--- src/rtl/cckb_pkg.sv ---
// Package: types, constants and register indexes of the clipped colour-key blit core
`default_nettype none
package cckb_pkg;

	localparam int MAX_DIM    = 4096;
	localparam int PIXEL_BITS = 32;

	localparam int REG_W   = 13;
	localparam int PITCH_W = 14;
	localparam int PIX_W   = 32;
	localparam int CFG_W   = 32;
	localparam int IDX_SEL_W = 3;
	localparam int DIM_W   = $clog2(MAX_DIM + 1);
	localparam int SIDX_W  = 24;
	localparam int SADR_W  = 25;

	localparam logic [PIX_W-1:0] PIX_MASK = PIX_W'((64'd1 << PIXEL_BITS) - 64'd1);

	localparam logic [IDX_SEL_W-1:0] REG_SOURCE_WIDTH   = 3'd0;
	localparam logic [IDX_SEL_W-1:0] REG_SOURCE_HEIGHT  = 3'd1;
	localparam logic [IDX_SEL_W-1:0] REG_SCREEN_WIDTH   = 3'd2;
	localparam logic [IDX_SEL_W-1:0] REG_SCREEN_HEIGHT  = 3'd3;
	localparam logic [IDX_SEL_W-1:0] REG_SCANLINE_PITCH = 3'd4;
	localparam logic [IDX_SEL_W-1:0] REG_KEY_COLOR      = 3'd5;

	typedef struct packed {
		logic [11:0]      rect_src_x;
		logic [11:0]      rect_src_y;
		logic [12:0]      rect_width;
		logic [12:0]      rect_height;
		logic [11:0]      dest_x;
		logic [11:0]      dest_y;
		logic [11:0]      offset_x;
		logic [11:0]      offset_y;
		logic [PIX_W-1:0] pixel_value;
	} in_item_t;

	typedef struct packed {
		logic              inside_clip;
		logic              write_enable;
		logic [SIDX_W-1:0] source_index;
		logic [SADR_W-1:0] screen_address;
		logic [PIX_W-1:0]  pixel_data;
	} out_item_t;

	typedef struct packed {
		logic [REG_W-1:0]   source_width;
		logic [REG_W-1:0]   source_height;
		logic [REG_W-1:0]   screen_width;
		logic [REG_W-1:0]   screen_height;
		logic [PITCH_W-1:0] scanline_pitch;
		logic [PIX_W-1:0]   key_color;
	} cfg_t;

endpackage
`default_nettype wire

--- src/rtl/cckb_calc.sv ---
// Per-pixel logic: double clipping, source index, screen address and key test
`default_nettype none
module cckb_calc (
	input  wire cckb_pkg::cfg_t      cfg,
	input  wire cckb_pkg::in_item_t  item,
	output cckb_pkg::out_item_t      result
);

	localparam int CMP_W = (cckb_pkg::REG_W > cckb_pkg::DIM_W) ? cckb_pkg::REG_W
		: cckb_pkg::DIM_W;
	localparam int EXT_W = CMP_W + 1;

	function automatic logic [EXT_W-1:0] sat_dim(input logic [cckb_pkg::REG_W-1:0] v);
		logic [CMP_W-1:0] ve;
		ve = CMP_W'(v);
		if (ve > CMP_W'(cckb_pkg::MAX_DIM))
			return EXT_W'(cckb_pkg::MAX_DIM);
		return EXT_W'(v);
	endfunction

	function automatic logic [EXT_W-1:0] clip_ext(input logic [EXT_W-1:0] start,
			input logic [EXT_W-1:0] len, input logic [EXT_W-1:0] limit);
		logic [EXT_W-1:0] stop;
		stop = start + len;
		if (start >= limit)
			return '0;
		if (stop > limit)
			stop = limit;
		return stop - start;
	endfunction

	logic [EXT_W-1:0] fw, fh, vw, vh;
	logic             hit;
	logic [12:0]      src_row, src_col, scr_row, scr_col;
	logic [25:0]      src_prod;
	logic [26:0]      scr_prod;
	logic [cckb_pkg::PIX_W-1:0] pix_m, key_m;

	always_comb begin
		fw = clip_ext(EXT_W'(item.rect_src_x), EXT_W'(item.rect_width),
			sat_dim(cfg.source_width));
		fh = clip_ext(EXT_W'(item.rect_src_y), EXT_W'(item.rect_height),
			sat_dim(cfg.source_height));
		vw = clip_ext(EXT_W'(item.dest_x), fw, sat_dim(cfg.screen_width));
		vh = clip_ext(EXT_W'(item.dest_y), fh, sat_dim(cfg.screen_height));
		hit = (EXT_W'(item.offset_x) < vw) && (EXT_W'(item.offset_y) < vh);

		src_row = 13'(item.rect_src_y) + 13'(item.offset_y);
		src_col = 13'(item.rect_src_x) + 13'(item.offset_x);
		scr_row = 13'(item.dest_y) + 13'(item.offset_y);
		scr_col = 13'(item.dest_x) + 13'(item.offset_x);
		src_prod = 26'(src_row) * 26'(cfg.source_width);
		scr_prod = 27'(scr_row) * 27'(cfg.scanline_pitch);

		pix_m = item.pixel_value & cckb_pkg::PIX_MASK;
		key_m = cfg.key_color & cckb_pkg::PIX_MASK;

		result.inside_clip    = hit;
		result.write_enable   = hit && !((key_m != '0) && (pix_m == key_m));
		result.source_index   = hit ? src_prod[23:0] + 24'(src_col) : '0;
		result.screen_address = hit ? scr_prod[24:0] + 25'(scr_col) : '0;
		result.pixel_data     = pix_m;
	end

endmodule
`default_nettype wire

--- src/rtl/clipped_color_key_blit_core.sv ---
// Top level: clipped colour-key blit pixel stage with registers and two-stage pipe
//
//  channel | signals                      | moves
//  req     | req_valid, req_ready, req    | one pixel item of a blit
//  rsp     | rsp_valid, rsp_ready, rsp    | one write item per pixel
//  cfg     | cfg_we, cfg_index, cfg_data  | register write, no wait
//
// One item per cycle while rsp is not stalled; each item passes the input register, then the result register.
// The multiply-add between the two registers sets the clock period.
// Reset clears the valid flags and the config registers to zero.
// A stalled rsp holds the result and back-pressures req through the pipe.
`default_nettype none
module clipped_color_key_blit_core (
	input  wire                                  clk,
	input  wire                                  arst_n,
	input  wire                                  req_valid,
	output logic                                 req_ready,
	input  wire cckb_pkg::in_item_t              req,
	output logic                                 rsp_valid,
	input  wire                                  rsp_ready,
	output cckb_pkg::out_item_t                  rsp,
	input  wire                                  cfg_we,
	input  wire  [cckb_pkg::IDX_SEL_W-1:0]       cfg_index,
	input  wire  [cckb_pkg::CFG_W-1:0]           cfg_data
);

	cckb_pkg::cfg_t      cfg_q;
	cckb_pkg::in_item_t  item_s1;
	cckb_pkg::out_item_t result_s2;
	cckb_pkg::out_item_t result_c;
	logic                valid_s1, valid_s2;
	logic                adv_s1;

	always_ff @(posedge clk or negedge arst_n) begin
		if (!arst_n) begin
			cfg_q <= '0;
		end else if (cfg_we) begin
			unique case (cfg_index)
				cckb_pkg::REG_SOURCE_WIDTH:   cfg_q.source_width   <= cfg_data[12:0];
				cckb_pkg::REG_SOURCE_HEIGHT:  cfg_q.source_height  <= cfg_data[12:0];
				cckb_pkg::REG_SCREEN_WIDTH:   cfg_q.screen_width   <= cfg_data[12:0];
				cckb_pkg::REG_SCREEN_HEIGHT:  cfg_q.screen_height  <= cfg_data[12:0];
				cckb_pkg::REG_SCANLINE_PITCH: cfg_q.scanline_pitch <= cfg_data[13:0];
				cckb_pkg::REG_KEY_COLOR:      cfg_q.key_color      <= cfg_data[31:0];
				default: ;
			endcase
		end
	end

	assign adv_s1    = !valid_s2 || rsp_ready;
	assign req_ready = !valid_s1 || adv_s1;

	always_ff @(posedge clk or negedge arst_n) begin
		if (!arst_n) begin
			valid_s1 <= 1'b0;
			valid_s2 <= 1'b0;
		end else begin
			if (req_ready)
				valid_s1 <= req_valid;
			if (adv_s1)
				valid_s2 <= valid_s1;
		end
	end

	always_ff @(posedge clk) begin
		if (req_ready && req_valid)
			item_s1 <= req;
		if (adv_s1 && valid_s1)
			result_s2 <= result_c;
	end

	cckb_calc u_calc (
		.cfg    (cfg_q),
		.item   (item_s1),
		.result (result_c)
	);

	assign rsp_valid = valid_s2;
	assign rsp       = result_s2;

	a_we_needs_inside: assert property (@(posedge clk) disable iff (!arst_n)
		rsp_valid |-> (!rsp.write_enable || rsp.inside_clip))
		else $error("write enable without inside_clip");

	a_outside_zero: assert property (@(posedge clk) disable iff (!arst_n)
		(rsp_valid && !rsp.inside_clip) |-> (rsp.source_index == '0
			&& rsp.screen_address == '0))
		else $error("addresses not cleared outside clip");

	a_accept_fills: assert property (@(posedge clk) disable iff (!arst_n)
		(req_valid && req_ready) |=> valid_s1)
		else $error("accepted item lost from input register");

	a_stall_holds: assert property (@(posedge clk) disable iff (!arst_n)
		(valid_s1 && valid_s2 && !rsp_ready) |=> (valid_s1 && valid_s2))
		else $error("pipe dropped an item during stall");

endmodule
`default_nettype wire

--- config.mk ---
export PLATFORM = sky130hd
export DESIGN_NAME = clipped_color_key_blit_core
export DESIGN_NICKNAME = d
export VERILOG_FILES = /design/src/rtl/cckb_pkg.sv /design/src/rtl/cckb_calc.sv /design/src/rtl/clipped_color_key_blit_core.sv
export SDC_FILE = /design/constraint.sdc
export NUM_CORES = 2
export LEC_CHECK = 0
export BUFFER_PORTS_ARGS = -buffer_cell sky130_fd_sc_hd__buf_2
export CAP_MARGIN = 40
export CORE_ASPECT_RATIO = 1.1
export CORE_MARGIN = 2
export CORE_UTILIZATION = 65
export DETAILED_ROUTE_END_ITERATION = 8
export GPL_TIMING_DRIVEN = 0
export HOLD_SLACK_MARGIN = 0.08
export PLACE_DENSITY_LB_ADDON = 0.3
export SLEW_MARGIN = 20
export SYNTH_ARGS = -nofsm -noshare
export SYNTH_HDL_FRONTEND = slang
export SYNTH_SLANG_ARGS = --single-unit
--- constraint.sdc ---
create_clock -name clk -period 21.3 [get_ports clk]
set_input_delay 1.065 -clock clk [delete_from_list [all_inputs] [get_ports clk]]
set_output_delay 1.065 -clock clk [all_outputs]
set_load 0.02 [all_outputs]
==> results.md <==
- Outcome: completed
- I/O pin count: approximately 260
- Crit. End Element: flop
- Port Buffers: ~250
- Cts hold-fix bufs: 0
- Max_cap viols: 0
- Worst Setup Path Type: flop to flop
- Number of flops mapped to enable cells by yosys: ~210
- DR pass1 iterations: 7
- Distinct cells, synth: 82
- Clk_lat worst skew: 0.58 ns
- Reg2Reg Launch Point: item_s1[106]$_DFFE_PP_
- R2r setup slk: around 6.3 ns
- Post-CTS setup buffers: 0
- Overall Global Routing Usage: 0.348
- Ys async rst share: 0.319
- # resized after CTS: 0
- Routed len/inst: about 21 um
- Slowest-stage cell, CP: a221oi_1
- Synth Instances: around 3200
- Area after DPL: ~34000 um^2
- Fin crit share: 0.702
- Yosys reg bits: between 300 and 400
- Rel. slew slack: 0.385
- DIE AREA: between 50000 and 60000 um^2
- Post-DP HPWL: 70900 um
- Layout fillers: ~3500
- Starting density of the core: 0.657
- Register area share after synthesis: 0.277
- Initial antenna violation count: 2
- Startpoint type of the worst setup path: flop
- Syn Area/Cell: just over 10 um^2
- Clk slew on worst S/H paths: 0.07 ns
- Largest net degree at the start of global routing: 82
- Setup Viol. Count Final: 0
- Placer Congestion: 0.968
- Area growth, synth to finish: 10.5%
- Vias in the first global route: roughly 26000
- CTS tree: yes
- Critical path's largest stage delay: roughly 0.66 ns
- DIE HEIGHT: approximately 240 um
- Total gr overflow: 0
- CORE AREA: about 49000 um^2
- Ys Warns: 0
- Rows: 85
- N_diodes: 0
- TritonCTS Buffers: 36
- Remaining DRCs: 0
- Netlist Area Pre-Place: approximately 32000 um^2
- Syn Nets: 4056
- Chip Width: approximately 220 um
- First-pass GRT wire length: around 140000 um
- RSZ-0062 raised after global routing: no
- DR vias/cell: ~5.9
- CP arrival: between 15 and 20 ns
- Final max-slew violation count: 0
- Clk root buf: clkbuf_16
- Setup TNS Final: 0 ns
- Min-delay worst type: primary input to async pin
- Share of cells above drive strength 1: 0.128
- Ys flop type: edfxtp_1
- Vias: between 20000 and 25000
- Worst-path maximum fanout: 10
- Hold Fails Final Rpt: 0
- Worst Skew: approximately 0.020 ns
- Slew @ Worst Pin: roughly 0.91 ns
- Post-route cell area: approximately 35000 um^2
- TritonCTS Sinks: approximately 310
- Max Fclk: roughly 67 MHz
- Critical Path RT: between 20 and 25 ns
- End of the worst register-to-register path: rsp[34]$_SDFFCE_PN0P_
- Reg2reg path depth: 59
- DRT iter0 DRCs: roughly 1600
- Remaining antenna violation count: 0
- Nets: ~4400
- Cell mode on critical path: nor2_1
- Max Buffers Root-to-Sink: 3
- # H-tree levels: 2
- DRT Wirelength: 88000 um
- Minimum clock period: 14.96 ns
area by class of cell:
cell class                      count  area [um^2]  area share
Clock inverter                     20          208     0.00585
Timing Repair Buffer              260         1390      0.0392
Tap cell                          652          816      0.0230
Sequential cell                   313         8900       0.251
Multi-Input combinational cell   2361        21300       0.599
Clock buffer                       46          958      0.0270
Buffer                             87          365      0.0103
Inverter                          424         1590      0.0449
sequential cells by signal, indices dropped and copies added, names as in the netlist:
name / flops
item_s1: 130
cfg_q: 98
rsp: 83
rsp_valid: 1
valid_s1: 1
worst max-delay path by stage:
| stage | end | slack [ns] | cells past startpoint | startpoint |
|---|---|---|---|---|
| 2_1_floorplan | rsp[52]$_SDFFCE_PN0P_ | 9.48 | 58 | item_s1[106]$_DFFE_PP_ |
| 3_3_place_gp | rsp[33]$_SDFFCE_PN0P_ | 7.22 | 59 | item_s1[106]$_DFFE_PP_ |
| 3_5_place_dp | rsp[34]$_SDFFCE_PN0P_ | 6.80 | 58 | item_s1[112]$_DFFE_PP_ |
| 4_1_cts | rsp[34]$_SDFFCE_PN0P_ | 6.70 | 59 | item_s1[106]$_DFFE_PP_ |
| 5_1_grt | rsp[34]$_SDFFCE_PN0P_ | 5.46 | 58 | item_s1[112]$_DFFE_PP_ |
| 6_report | rsp[34]$_SDFFCE_PN0P_ | 6.34 | 59 | item_s1[106]$_DFFE_PP_ |
critical path, delay by kind of cell, from the launching register on:
kind / cells / cell delay (ns)
AOI/OAI and AO/OA: 22 / 6.62
xor gates and xnor gates: 4 / 0.53
adders and majority gates: 9 / 3.07
buffers and inverters: 7 / 1.71
DFF: 1 / 0.52
and+or+nand+nor: 17 / 2.29
synthesized netlist by cell type, types with 16 or more instances:
master,instances,area [um^2]
a211oi_1,23,173
nor3_1,29,145
o21a_1,39,293
nand3_1,30,150
clkbuf_1,80,300
xor2_1,79,692
a21oi_1,115,576
and2_1,115,719
nor4_1,22,138
nand2b_1,17,106
and3_1,16,100
nand4_1,23,144
edfxtp_1,213,6400
nand2_1,391,1470
xnor2_1,97,850
nor2b_1,45,282
o21ai_0,105,526
fa_1,303,6070
o21bai_1,16,120
or3_1,19,119
ha_1,398,4980
mux2_2,96,1080
dfrtp_1,100,2500
a21o_1,75,563
inv_1,422,1580
nor2_1,148,556
logic make-up (layout without fill, tap and decap cells):
logic type	count (synthesis)	count (layout)	share of synthesized area
flops	313	313	0.277
buf+inv	511	837	0.0610
simple gates	887	887	0.130
mux	103	103	0.0359
fa+ha+maj	701	701	0.344
compound gates	494	494	0.104
xor+xnor	176	176	0.0480
per-stage QoR:
stage                      util  cells  setup WS [ns]  hold slack (ns)
after detailed placement  0.703   4097           6.80            0.455
after global routing      0.727   4163           5.46            0.354
after global placement    0.700   4091           7.22            0.451
after CTS                 0.727   4163           6.70            0.340
after floorplan               -   3185           9.48            0.447
final                     0.727   4163           6.34            0.346
cells in the final DEF (no fill, tap or decap), types with 100 or more instances in the layout:
cell / n
and2_1: 113
nand2_1: 391
o21ai_0: 105
fa_1: 303
ha_1: 398
nor2_1: 148
buf_2: 255
edfxtp_1: 213
dfrtp_1: 100
inv_1: 422
a21oi_1: 115
routing by layer:
layer  track usage  wire length (um)
met3        0.0610              6500
met1         0.443             35700
met5             0                13
met4         0.156              4210
met2         0.583             41600
Power is left out: the tool's default activity adds up to more than one toggle a clock period on the data nets, which glitch-free logic cannot reach.
